**src/sbo_pkg.sv**
```systemverilog
package sbo_pkg;

  // Default depth of the header store.
  localparam int unsigned StoreBytesDef = 256;

  // Configuration port
  localparam int unsigned PaddrW = 3;
  localparam int unsigned PdataW = 32;
  localparam logic        RegSelectTimeout = 1'b0;  // register index, paddr[2]
  localparam logic [31:0] TimeoutRst = 32'd5000;

  // Request actions
  localparam logic [1:0] ActSelect  = 2'd0;
  localparam logic [1:0] ActOperate = 2'd1;
  localparam logic [1:0] ActClear   = 2'd2;
  localparam logic [1:0] ActNone    = 2'd3;

  // Request kind, taken from the first byte
  localparam logic KindSelect  = 1'b0;
  localparam logic KindOperate = 1'b1;

  // Mode
  localparam logic [1:0] ModeIdle     = 2'd0;
  localparam logic [1:0] ModeSelected = 2'd1;
  localparam logic [1:0] ModeOperated = 2'd2;

  // Status
  localparam logic [2:0] StOk      = 3'd0;
  localparam logic [2:0] StRepeat  = 3'd1;
  localparam logic [2:0] StParam   = 3'd2;
  localparam logic [2:0] StNoSel   = 3'd3;
  localparam logic [2:0] StTimeout = 3'd4;

  localparam logic [3:0] SeqRst = 4'hF;

  typedef struct packed {
    logic [1:0]  action;
    logic [3:0]  sequence_req;
    logic [31:0] now_ms;
    logic [7:0]  header_byte;
    logic        last_byte;
  } in_item_t;

  typedef struct packed {
    logic [2:0] status;
    logic [1:0] mode_after;
  } out_item_t;

  // Per-byte flags handed from the byte tracker to the decision stage.
  typedef struct packed {
    logic clear;
    logic kind;
    logic in_range;
    logic last;
  } trk_t;

endpackage

```
**src/select_before_operate_guard.sv**
```systemverilog
// Select-before-operate guard.
// Input channel (in_valid_i / in_stall_o / in_data_i): one transaction per
// request byte; the action of the first byte sets the request kind, and the
// byte with last_byte set closes the request. A clear acts on any byte.
// Output channel (out_valid_o / out_stall_i / out_data_o): one transaction
// per closed request or clear, carrying status and the mode after it.
// Configuration: APB-style port, select_timeout_ms at byte address 0.
// Timing: one byte per cycle sustained while the output is not stalled. A
// closing byte's result passes the synchronous header-store read and then
// the output register. The store is read and written in the same
// cycle (read-first), so each byte needs a single store port access.
// Stall: while the output register holds an untaken result, the whole
// pipeline freezes and in_stall_o rises; nothing is lost or duplicated.
// Reset: mode idle, stored sequence 15, timeout 5000 ms, no request in
// flight. The header store is not cleared; a select writes the entries it
// covers, and entries at or past the stored length compare as a mismatch.
module select_before_operate_guard #(
  parameter int unsigned StoreBytes = sbo_pkg::StoreBytesDef
) (
  input  logic                        clk_i,
  input  logic                        rst_ni,
  input  logic                        in_valid_i,
  output logic                        in_stall_o,
  input  sbo_pkg::in_item_t           in_data_i,
  output logic                        out_valid_o,
  input  logic                        out_stall_i,
  output sbo_pkg::out_item_t          out_data_o,
  input  logic                        psel,
  input  logic                        penable,
  input  logic                        pwrite,
  input  logic [sbo_pkg::PaddrW-1:0]  paddr,
  input  logic [sbo_pkg::PdataW-1:0]  pwdata,
  output logic [sbo_pkg::PdataW-1:0]  prdata,
  output logic                        pready
);
  import sbo_pkg::*;

  localparam int unsigned CntW  = $clog2(StoreBytes + 1);
  localparam int unsigned AddrW = $clog2(StoreBytes);

  // Configuration register
  logic [31:0] timeout_q;

  assign pready = 1'b1;

  always_ff @(posedge clk_i or negedge rst_ni) begin
    if (!rst_ni) begin
      timeout_q <= TimeoutRst;
    end else if (psel && penable && pwrite && pready && (paddr[2] == RegSelectTimeout)) begin
      timeout_q <= pwdata;
    end
  end

  assign prdata = (paddr[2] == RegSelectTimeout) ? timeout_q : '0;

  // Pipeline control: advance everything when the output slot is free.
  logic advance, accept;

  assign advance    = !out_valid_o || !out_stall_i;
  assign in_stall_o = !advance;
  assign accept     = in_valid_i && advance;

  // Stage 0: byte tracking and store access
  trk_t            trk;
  logic [CntW-1:0] idx;
  logic            mem_en, mem_we;
  logic [7:0]      rdata;

  sbo_track #(
    .StoreBytes (StoreBytes),
    .CntW       (CntW)
  ) u_track (
    .clk_i    (clk_i),
    .rst_ni   (rst_ni),
    .accept_i (accept),
    .action_i (in_data_i.action),
    .last_i   (in_data_i.last_byte),
    .trk_o    (trk),
    .idx_o    (idx),
    .mem_en_o (mem_en),
    .mem_we_o (mem_we)
  );

  sbo_hdr_mem #(
    .StoreBytes (StoreBytes)
  ) u_hdr_mem (
    .clk_i   (clk_i),
    .en_i    (mem_en),
    .we_i    (mem_we),
    .addr_i  (idx[AddrW-1:0]),
    .wdata_i (in_data_i.header_byte),
    .rdata_o (rdata)
  );

  // Stage 1 registers: hold the byte while its store read completes.
  logic            s1_valid_q;
  trk_t            s1_trk_q;
  logic [CntW-1:0] s1_idx_q;
  logic [7:0]      s1_byte_q;
  logic [3:0]      s1_seq_q;
  logic [31:0]     s1_now_q;

  always_ff @(posedge clk_i or negedge rst_ni) begin
    if (!rst_ni) begin
      s1_valid_q <= 1'b0;
    end else if (advance) begin
      s1_valid_q <= accept && (in_data_i.action != ActNone);
    end
  end

  always_ff @(posedge clk_i) begin
    if (accept) begin
      s1_trk_q  <= trk;
      s1_idx_q  <= idx;
      s1_byte_q <= in_data_i.header_byte;
      s1_seq_q  <= in_data_i.sequence_req;
      s1_now_q  <= in_data_i.now_ms;
    end
  end

  // Stage 1: compare, decide at the closing byte, update the guard state.
  logic      res_valid;
  out_item_t res;

  sbo_decide #(
    .StoreBytes (StoreBytes),
    .CntW       (CntW)
  ) u_decide (
    .clk_i       (clk_i),
    .rst_ni      (rst_ni),
    .valid_i     (s1_valid_q),
    .advance_i   (advance),
    .trk_i       (s1_trk_q),
    .idx_i       (s1_idx_q),
    .rdata_i     (rdata),
    .byte_i      (s1_byte_q),
    .seq_i       (s1_seq_q),
    .now_i       (s1_now_q),
    .timeout_i   (timeout_q),
    .res_valid_o (res_valid),
    .res_o       (res)
  );

  // Output register
  logic      out_valid_q;
  out_item_t out_data_q;

  always_ff @(posedge clk_i or negedge rst_ni) begin
    if (!rst_ni) begin
      out_valid_q <= 1'b0;
    end else if (advance) begin
      out_valid_q <= res_valid;
    end
  end

  always_ff @(posedge clk_i) begin
    if (advance && res_valid) begin
      out_data_q <= res;
    end
  end

  assign out_valid_o = out_valid_q;
  assign out_data_o  = out_data_q;

  // A repeat only happens while selected or operated, so it never reports idle.
  a_repeat_armed : assert property (@(posedge clk_i) disable iff (!rst_ni)
    (out_valid_o && (out_data_o.status == StRepeat))
      |-> (out_data_o.mode_after != ModeIdle))
    else $error("repeat reported with the guard idle");

  // Timeout and parameter errors always drop the guard to idle.
  a_fail_idle : assert property (@(posedge clk_i) disable iff (!rst_ni)
    (out_valid_o && ((out_data_o.status == StTimeout) || (out_data_o.status == StParam)))
      |-> (out_data_o.mode_after == ModeIdle))
    else $error("timeout or parameter error without return to idle");

  // An accepted clear enters stage 1 on the next edge.
  a_clear_flows : assert property (@(posedge clk_i) disable iff (!rst_ni)
    (accept && (in_data_i.action == ActClear)) |=> (s1_valid_q && s1_trk_q.clear))
    else $error("accepted clear lost before stage 1");

  // A clear always reports ok and idle.
  a_clear_result : assert property (@(posedge clk_i) disable iff (!rst_ni)
    (advance && s1_valid_q && s1_trk_q.clear)
      |=> (out_valid_o && (out_data_o.status == StOk) && (out_data_o.mode_after == ModeIdle)))
    else $error("clear did not report ok and idle");

endmodule

```
**src/sbo_hdr_mem.sv**
```systemverilog
module sbo_hdr_mem #(
  parameter int unsigned StoreBytes = 256
) (
  input  logic                          clk_i,
  input  logic                          en_i,
  input  logic                          we_i,
  input  logic [$clog2(StoreBytes)-1:0] addr_i,
  input  logic [7:0]                    wdata_i,
  output logic [7:0]                    rdata_o
);

  logic [7:0] mem [StoreBytes];
  logic [7:0] rdata_q;

  // Read-first: a select byte sees the old entry while overwriting it.
  always_ff @(posedge clk_i) begin
    if (en_i) begin
      rdata_q <= mem[addr_i];
      if (we_i) begin
        mem[addr_i] <= wdata_i;
      end
    end
  end

  assign rdata_o = rdata_q;

endmodule

```
**src/sbo_track.sv**
```systemverilog
module sbo_track #(
  parameter int unsigned StoreBytes = 256,
  parameter int unsigned CntW       = $clog2(StoreBytes + 1)
) (
  input  logic                 clk_i,
  input  logic                 rst_ni,
  input  logic                 accept_i,
  input  logic [1:0]           action_i,
  input  logic                 last_i,
  output sbo_pkg::trk_t        trk_o,
  output logic [CntW-1:0]      idx_o,
  output logic                 mem_en_o,
  output logic                 mem_we_o
);
  import sbo_pkg::*;

  localparam logic [CntW-1:0] Depth = CntW'(StoreBytes);

  logic [CntW-1:0] byte_count_q, byte_count_d;
  logic            kind_q, kind_d;
  logic            kind_eff;
  logic            in_range;
  logic            byte_item;

  assign byte_item = (action_i == ActSelect) || (action_i == ActOperate);
  assign in_range  = byte_count_q < Depth;
  assign kind_eff  = (byte_count_q == '0)
                   ? ((action_i == ActOperate) ? KindOperate : KindSelect)
                   : kind_q;

  always_comb begin
    byte_count_d = byte_count_q;
    kind_d       = kind_q;
    if (accept_i) begin
      if (action_i == ActClear) begin
        byte_count_d = '0;
        kind_d       = KindSelect;
      end else if (byte_item) begin
        kind_d = kind_eff;
        if (last_i) begin
          byte_count_d = '0;
        end else if (in_range) begin
          byte_count_d = byte_count_q + CntW'(1);
        end
      end
    end
  end

  always_ff @(posedge clk_i or negedge rst_ni) begin
    if (!rst_ni) begin
      byte_count_q <= '0;
      kind_q       <= KindSelect;
    end else begin
      byte_count_q <= byte_count_d;
      kind_q       <= kind_d;
    end
  end

  assign trk_o.clear    = (action_i == ActClear);
  assign trk_o.kind     = kind_eff;
  assign trk_o.in_range = in_range;
  assign trk_o.last     = last_i;
  assign idx_o          = byte_count_q;
  assign mem_en_o       = accept_i && byte_item && in_range;
  assign mem_we_o       = accept_i && byte_item && in_range && (kind_eff == KindSelect);

endmodule

```
**src/sbo_decide.sv**
```systemverilog
module sbo_decide #(
  parameter int unsigned StoreBytes = 256,
  parameter int unsigned CntW       = $clog2(StoreBytes + 1)
) (
  input  logic                  clk_i,
  input  logic                  rst_ni,
  input  logic                  valid_i,
  input  logic                  advance_i,
  input  sbo_pkg::trk_t         trk_i,
  input  logic [CntW-1:0]       idx_i,
  input  logic [7:0]            rdata_i,
  input  logic [7:0]            byte_i,
  input  logic [3:0]            seq_i,
  input  logic [31:0]           now_i,
  input  logic [31:0]           timeout_i,
  output logic                  res_valid_o,
  output sbo_pkg::out_item_t    res_o
);
  import sbo_pkg::*;

  logic [1:0]      mode_q, mode_d;
  logic [3:0]      seq_q, seq_d;
  logic [31:0]     sel_time_q, sel_time_d;
  logic [CntW-1:0] len_q, len_d;
  logic            mm_q, mm_d;
  logic            ov_q, ov_d;

  logic            mm_now, ov_now, equal, good_seq;
  logic [CntW-1:0] count;
  logic [31:0]     elapsed;
  logic [2:0]      status;

  assign mm_now   = mm_q || (trk_i.in_range && ((idx_i >= len_q) || (rdata_i != byte_i)));
  assign ov_now   = ov_q || !trk_i.in_range;
  assign count    = idx_i + CntW'(1);
  assign equal    = !ov_now && !mm_now && (count == len_q);
  assign good_seq = (seq_i == (seq_q + 4'd1));
  assign elapsed  = now_i - sel_time_q;

  always_comb begin
    mode_d     = mode_q;
    seq_d      = seq_q;
    sel_time_d = sel_time_q;
    len_d      = len_q;
    mm_d       = mm_q;
    ov_d       = ov_q;
    status     = StOk;
    if (valid_i && advance_i) begin
      if (trk_i.clear) begin
        mode_d = ModeIdle;
        mm_d   = 1'b0;
        ov_d   = 1'b0;
      end else if (!trk_i.last) begin
        mm_d = mm_now;
        ov_d = ov_now;
      end else begin
        mm_d = 1'b0;
        ov_d = 1'b0;
        if (trk_i.kind == KindSelect) begin
          if ((mode_q == ModeSelected) && (seq_i == seq_q)) begin
            if (equal) begin
              status = StRepeat;
            end else begin
              status = StParam;
              mode_d = ModeIdle;
            end
          end else if (ov_now) begin
            status = StParam;
            mode_d = ModeIdle;
          end else begin
            status     = StOk;
            sel_time_d = now_i;
            mode_d     = ModeSelected;
            seq_d      = seq_i;
            len_d      = count;
          end
        end else begin
          if (mode_q == ModeSelected) begin
            if (equal && good_seq) begin
              if (elapsed > timeout_i) begin
                status = StTimeout;
                mode_d = ModeIdle;
              end else begin
                status = StOk;
                mode_d = ModeOperated;
              end
            end else begin
              status = StNoSel;
              mode_d = ModeIdle;
            end
          end else if (mode_q == ModeOperated) begin
            status = (equal && good_seq) ? StRepeat : StNoSel;
          end else begin
            status = StNoSel;
          end
        end
      end
    end
  end

  always_ff @(posedge clk_i or negedge rst_ni) begin
    if (!rst_ni) begin
      mode_q     <= ModeIdle;
      seq_q      <= SeqRst;
      sel_time_q <= '0;
      len_q      <= '0;
      mm_q       <= 1'b0;
      ov_q       <= 1'b0;
    end else begin
      mode_q     <= mode_d;
      seq_q      <= seq_d;
      sel_time_q <= sel_time_d;
      len_q      <= len_d;
      mm_q       <= mm_d;
      ov_q       <= ov_d;
    end
  end

  assign res_valid_o      = valid_i && (trk_i.clear || trk_i.last);
  assign res_o.status     = status;
  assign res_o.mode_after = mode_d;

endmodule

```
**config.mk**
```make
export PLATFORM = sky130hd
export DESIGN_NAME = select_before_operate_guard
export DESIGN_NICKNAME = d
export VERILOG_FILES = /design/src/sbo_pkg.sv /design/src/select_before_operate_guard.sv /design/src/sbo_hdr_mem.sv /design/src/sbo_track.sv /design/src/sbo_decide.sv
export SDC_FILE = /design/constraint.sdc
export NUM_CORES = 2
export LEC_CHECK = 0
export BUFFER_PORTS_ARGS = -buffer_cell sky130_fd_sc_hd__buf_2
export CORE_MARGIN = 2
export CORE_UTILIZATION = 39
export DETAILED_ROUTE_END_ITERATION = 6
export SYNTH_ARGS = -nofsm -noshare
export SYNTH_HDL_FRONTEND = slang
export SYNTH_SLANG_ARGS = --single-unit
```
**constraint.sdc**
```tcl
create_clock -name clk_i -period 4.6 [get_ports clk_i]
set_input_delay 1.15 -clock clk_i [delete_from_list [all_inputs] [get_ports clk_i]]
set_output_delay 1.15 -clock clk_i [all_outputs]
set_load 0.01 [all_outputs]
```
Word level (Yosys, flattened, before mapping)
Memory sizes are Yosys's and may differ from the RTL's. A register that Yosys moved wholly into a read port is not among the register bits.
Cells that the tools add are included.
{"block": "totals", "register_bits": 155, "ramBits": 2048, "in_bits": 89, "out_inout_bits": 40, "elab_cells": 117, "mem_count": 1}
{"block": "classes", "addsub": 4, "n_lt_le_gt_ge": 3, "eq_ne": 9, "mux": 35, "n_bitwise": 8, "reduce_logical": 36}
{"memory": "u_hdr_mem.mem", "words": 256, "word_bits": 8, "read_ports": 1, "rd_clocked_by_memory_dff": 1, "write_ports": 1, "line": "sbo_hdr_mem.sv:12", "rtl": "logic [7:0] mem [StoreBytes];"}
{"op": "two-way mux 9 bit", "n": 4}
{"op": "> comparator 32 bit", "n": 1}
{"op": "two-way mux 32 bit", "n": 1}
{"op": "subtractor 32 bit", "n": 1}
{"op": "two-way mux 2 bit", "n": 12}
{"op": "adder 9 x 1 -> 9 bit, second input constant", "n": 2}
{"op": "two-way mux 3 bit", "n": 6}
{"op": "logical AND 1 bit", "n": 16}
{"op": "two-way mux 1 bit", "n": 12}
{"op": "equality test 9 bit", "n": 1}
{"op": ">= comparator 9 bit", "n": 1}
{"op": "zero test 9 bit", "n": 1}
{"op": "less-than comparator 9 bit, second input constant", "n": 1}
{"op": "equality test 4 bit", "n": 2}
{"op": "inequality test 8 bit", "n": 1}
{"op": "inverter 1 bit", "n": 8}
{"op": "zero test 1 bit", "n": 6}
{"op": "logical OR 1 bit", "n": 6}
{"op": "AND reduction 6 bit", "n": 1}
{"op": "adder 4 x 1 -> 4 bit, second input constant", "n": 1}
{"op": "equality test 2 x 1 -> 1 bit, second input constant", "n": 2}
{"op": "equality test 2 bit, second input constant", "n": 2}
{"op": "AND reduction 3 bit", "n": 1}
{"op": "nonzero test 3 bit", "n": 1}
{"op": "other kinds (5)", "n": 5}

Depth between registers and ports, before layout
{"block": "logic_depth", "depth_word": 14, "mapped_depth": 20, "depth_no_buf": 20}

Modules after synthesis
From an unflattened synthesis, not the netlist that was laid out.
{"block": "unflattened", "cells_unflattened": 4360, "area_unflattened_um2": 87590.3}
{"mod": "sbo_hdr_mem", "n_inst": 1, "cells_each": 3525, "area_per_inst_um2": 78363.9, "seq_area_each_um2": 61739.2}
{"mod": "sbo_decide", "n_inst": 1, "cells_each": 584, "area_per_inst_um2": 5036.1, "seq_area_each_um2": 1231.2}
{"mod": "select_before_operate_guard", "n_inst": 1, "cells_each": 176, "area_per_inst_um2": 3517.1, "seq_area_each_um2": 2718.9}
{"mod": "sbo_track", "n_inst": 1, "cells_each": 75, "area_per_inst_um2": 673.1, "seq_area_each_um2": 250.2}

Worst setup path after synthesis
No wires, ideal clock.
{"block": "synth_path", "path_kind": "reg-to-reg", "start": "register s1_now_q[16]", "end": "register out_data_q, in the netlist out_data_o[1] (data pin)", "setup_ps": 271, "t_arrival_ps": 4153, "required_ps": 4329, "setup_slack_ps": 175, "path_stages_with_launch": 19, "synth_period_minus_slack_ps": 4425, "path_cell_list": "edfxtp_1 ha_1 clkbuf_1 a21o_1 a221o_1 a221oi_1 a31o_2 o211ai_1 a211oi_1 nor2_1 a311o_1 ha_1 nand4_1 nor4_1 nand2_1 a311oi_1 a211oi_1 a21oi_1 o21ai_0"}
{"element": "start: declaration", "line": "select_before_operate_guard.sv:101", "rtl": "logic [31:0] s1_now_q;"}
{"element": "start signal: assignment", "line": "select_before_operate_guard.sv:117", "rtl": "s1_now_q <= in_data_i.now_ms;"}
{"element": "end signal: assignment", "line": "select_before_operate_guard.sv:158", "rtl": "out_data_q <= res;"}
{"element": "end: declaration", "line": "select_before_operate_guard.sv:146", "rtl": "out_item_t out_data_q;"}

==> results.md <==
* DP HPWL at between 100 and 150 mm
* CTS max path bufs at 3
* LEAKAGE at 33.00 nW
* Max Cap Viol at 0
* Final Net Count at ~5000
* Post-synth EDFFs at 2118
* Hold Path Stages at 1
* Worst-path clk slew at 0.06 ns
* Mapped Cells at 4205
* Clk sinks at 2211
* Most frequent cell after synthesis: edfxtp_1
* Critical path origin: s1_now_q[17]$_DFFE_PP_
* Post-Synth XOR/XNOR Area at less than 1%
* Critical-path top delay cell: edfxtp_1
* Post-synthesis sequential area ratio at 74.56%
* Adder-cell share of the synthesized area at 1.126%
* Max IR drop VDD at 0.3270 mV
* Final min period at 4.386 ns
* Top delay family on crit path: compound AO/OA/AOI/OAI gates
* Hold WS at around 0.48 ns
* Synthesis warning total at 0
* WL per Instance at about 27 um
* R2R Path Start: s1_now_q[17]$_DFFE_PP_
* Core box area at 225100 um^2
* Crit Path Category: register to register
* Startpoint types: register
* RR Endpoint: out_data_o[1]$_DFFE_PP_
* Synthesized area per cell at around 21 um^2
* PortBufs at approximately 130
* First-pass GRT wire length at 312.0 mm
* Area of the multi-input gates at 21300 um^2
* Post-Syn Nets at 4373
* I/O pins at 129
* Register area at 65960 um^2
* Largest family of logic cells by synthesized area: multiplexers
* HP Start: in_data_i[11]
* RSZ-0062 raised after global routing: true
* Worst Hold End: s1_now_q[2]$_DFFE_PP_
* Final setup fails at 0
* Synthesis-to-layout area growth at 16.23%
* # DRC at 0
* Initial antenna violation count at 10
* Vias in the first global route at about 44000
* Final period utilization at 95.34%
* Fin. max-slew vios at 0
* Top FF cell, synth: edfxtp_1
* Die Y-Extent at slightly below 500 um
* Critical path data required time at 5.19 ns
* Slowest stage delay, CP at 0.43 ns
* Worst skew pair latency at 0.85 ns
* Via density at ~5.5
* TritonCTS Buffers at 219
* 1st-pass router iterations at 6
* Crit. End Element: register
* Post-synth top cells: 2118 x edfxtp_1, 638 x mux4_2, 338 x nor2_1, 110 x clkbuf_1, 92 x nand2_1
* Remaining Overflow, GRT at 0
* Vias at 43970
* Clk_skew at between 0.02 and 0.03 ns
* Asr flop ratio synth at 4.206%
* Post-synth top area cell: edfxtp_1
* Fraction of layout cells with a size suffix above 1 at 33.54%
* Cell Rows at around 170
* Post-Syn Area at 88440 um^2
* Worst-Margin Slew at between 1 and 1.5 ns
* GP Congestion at 0.8581
* Worst reg2reg setup slack at ~0.21 ns
* Number of routed nets with antenna violations at 0
* Cell area power density at 512.3 nW/um^2
* Fin. Hold Viols at 0
* Max Freq at approximately 230 MHz
* Largest net degree at the start of global routing at 122
* CTS root buffer: clkbuf_16
* CP bufs+invs at 4
* Reg2Reg Depth at 20
* Yosys reg bits at 2211
* Largest cells by area after synthesis: edfxtp_1 72%, mux4_2 16%, dfrtp_1 2.4%
* Die W at 480.2 um
* 1st-iter DRT viols at ~5000
* Starting Density at 39.29%
* Overall Global Routing Usage at 18.59%
* DIE AREA at 230600 um^2
* Most used cell, CP: buf_4
* Worst-path maximum fanout at 7
* Critical Path, Cell by Cell: ha_4, buf_4, a221o_1, a221oi_2, a31o_2, o211ai_1, buf_4, a211oi_4, nor2_1, a311o_1, ha_1, nand4_1, nor4_2, buf_4, nand2_4, a311oi_2, a211oi_2, a21oi_1, buf_4, o21ai_4
* CTS tree: built
* Number of fill cells at roughly 19000
* Worst hold-check path type: input port to register
* Compound-Gate Fraction of Synth Area at 1.655%
* Worst EP arrival at 4.97 ns
* Post-Synth Simple-Gate Area at roughly 3.0%
* Slew headroom at 23.80%
* Unique cell type count in the Yosys netlist at 64
* Mux cell area share after synthesis at 17.44%
* Area fraction of the dominant cell type after synthesis at a little under three quarters
* Routed wire length at 216.4 mm
* Status: complete, no violations
* H-tree depth at 4
* Post-route setup TNS at 0 ns
## flip-flops by register name, summed over array words and instances, names as in the netlist, 8 cells and up
name                 cells
u_decide.sel_time_q     32
u_hdr_mem.mem         2048
s1_now_q                32
u_track.idx_o            9
s1_idx_q                 9
u_decide.len_q           9
u_hdr_mem.rdata_o        8
s1_byte_q                8
timeout_q               32
## metal layers
metal	wire length, um	GRT usage, %	share of wire (%)
met5	31	0	0.014
met4	6064	5.503	2.8
met3	16850	3.572	7.8
met2	100400	28.51	46
met1	93010	27.07	43
## through the flow
stage	std cells	utilization (%)	worst slack [ns]	power (mW)	area [um^2]
floorplan	4205	-	0.1755	31.57	88440
global placement	7563	42.48	-0.3439	35.75	95620
detailed placement	7563	42.48	-0.4066	35.85	95620
CTS	7971	45.56	0.006765	53.02	102600
global route	7980	45.66	-0.07903	54.73	102800
finish	7981	45.66	0.2141	52.66	102800
## placed cells by master, fill, tap and decap left out, types with 18 or more instances in the layout
cell and instances:
clkbuf_16 220, inv_1 81, ha_1 72, nand4_1 22
mux2_2 72, nor2_1 338, mux2i_1 24, buf_2 116
nor2b_1 20, a21oi_1 46, buf_4 438, dfrtp_1 77
clkinv_2 41, edfxtp_1 2118, nand2_1 83, clkbuf_1 50
buf_12 31, o21ai_0 40, clkinv_1 53, xor2_1 29
xnor2_1 28, a21o_1 26, nand3_1 45, nor3_1 18
mux4_2 638
## layout make-up
class	instances	area share (%)
inverter	85	0.3104
antenna	1	0.002434
multi-input combinational	1692	20.73
clock inverter	132	1.072
timing repair buffer	593	4.475
sequential	2211	64.17
clock buffer	275	5.605
tap	2992	3.642
## timing repair
action,CTS,global route
setup buffers,1,9
gates cloned,0,0
hold buffers,0,0
endpoints found under the setup margin,3,3
pin swaps,10,34
endpoints found under the hold margin,0,0
resized for setup,13,31
## worst max path at each step
stage                              end  slack [ns]  depth (start not counted)
2_1_floorplan  out_data_o[1]$_DFFE_PP_        0.18                         18
6_report       out_data_o[1]$_DFFE_PP_        0.21                         20
3_5_place_dp   out_data_o[1]$_DFFE_PP_       -0.41                         19
5_1_grt        out_data_o[1]$_DFFE_PP_       -0.08                         22
3_3_place_gp   out_data_o[1]$_DFFE_PP_       -0.34                         22
4_1_cts        out_data_o[1]$_DFFE_PP_       0.007                         22
## kinds of logic (layout without fill, tap and decap cells)
kind of cell / count (synthesis) / count (layout)
other cells: 1 / 2
fa+ha+maj: 79 / 79
mux: 734 / 734
flops: 2211 / 2211
buf+inv: 302 / 1085
compound gates: 221 / 221
simple gates: 598 / 598
xor+xnor: 59 / 59
## power breakdown
| group | total (mW) | switching [mW] | internal, mW |
|---|---|---|---|
| logic | 12.8 | 6.67 | 6.09 |
| clock network | 17.2 | 7.50 | 9.65 |
| registers | 22.8 | 0.290 | 22.5 |
(Power assumes the default switching activity.)
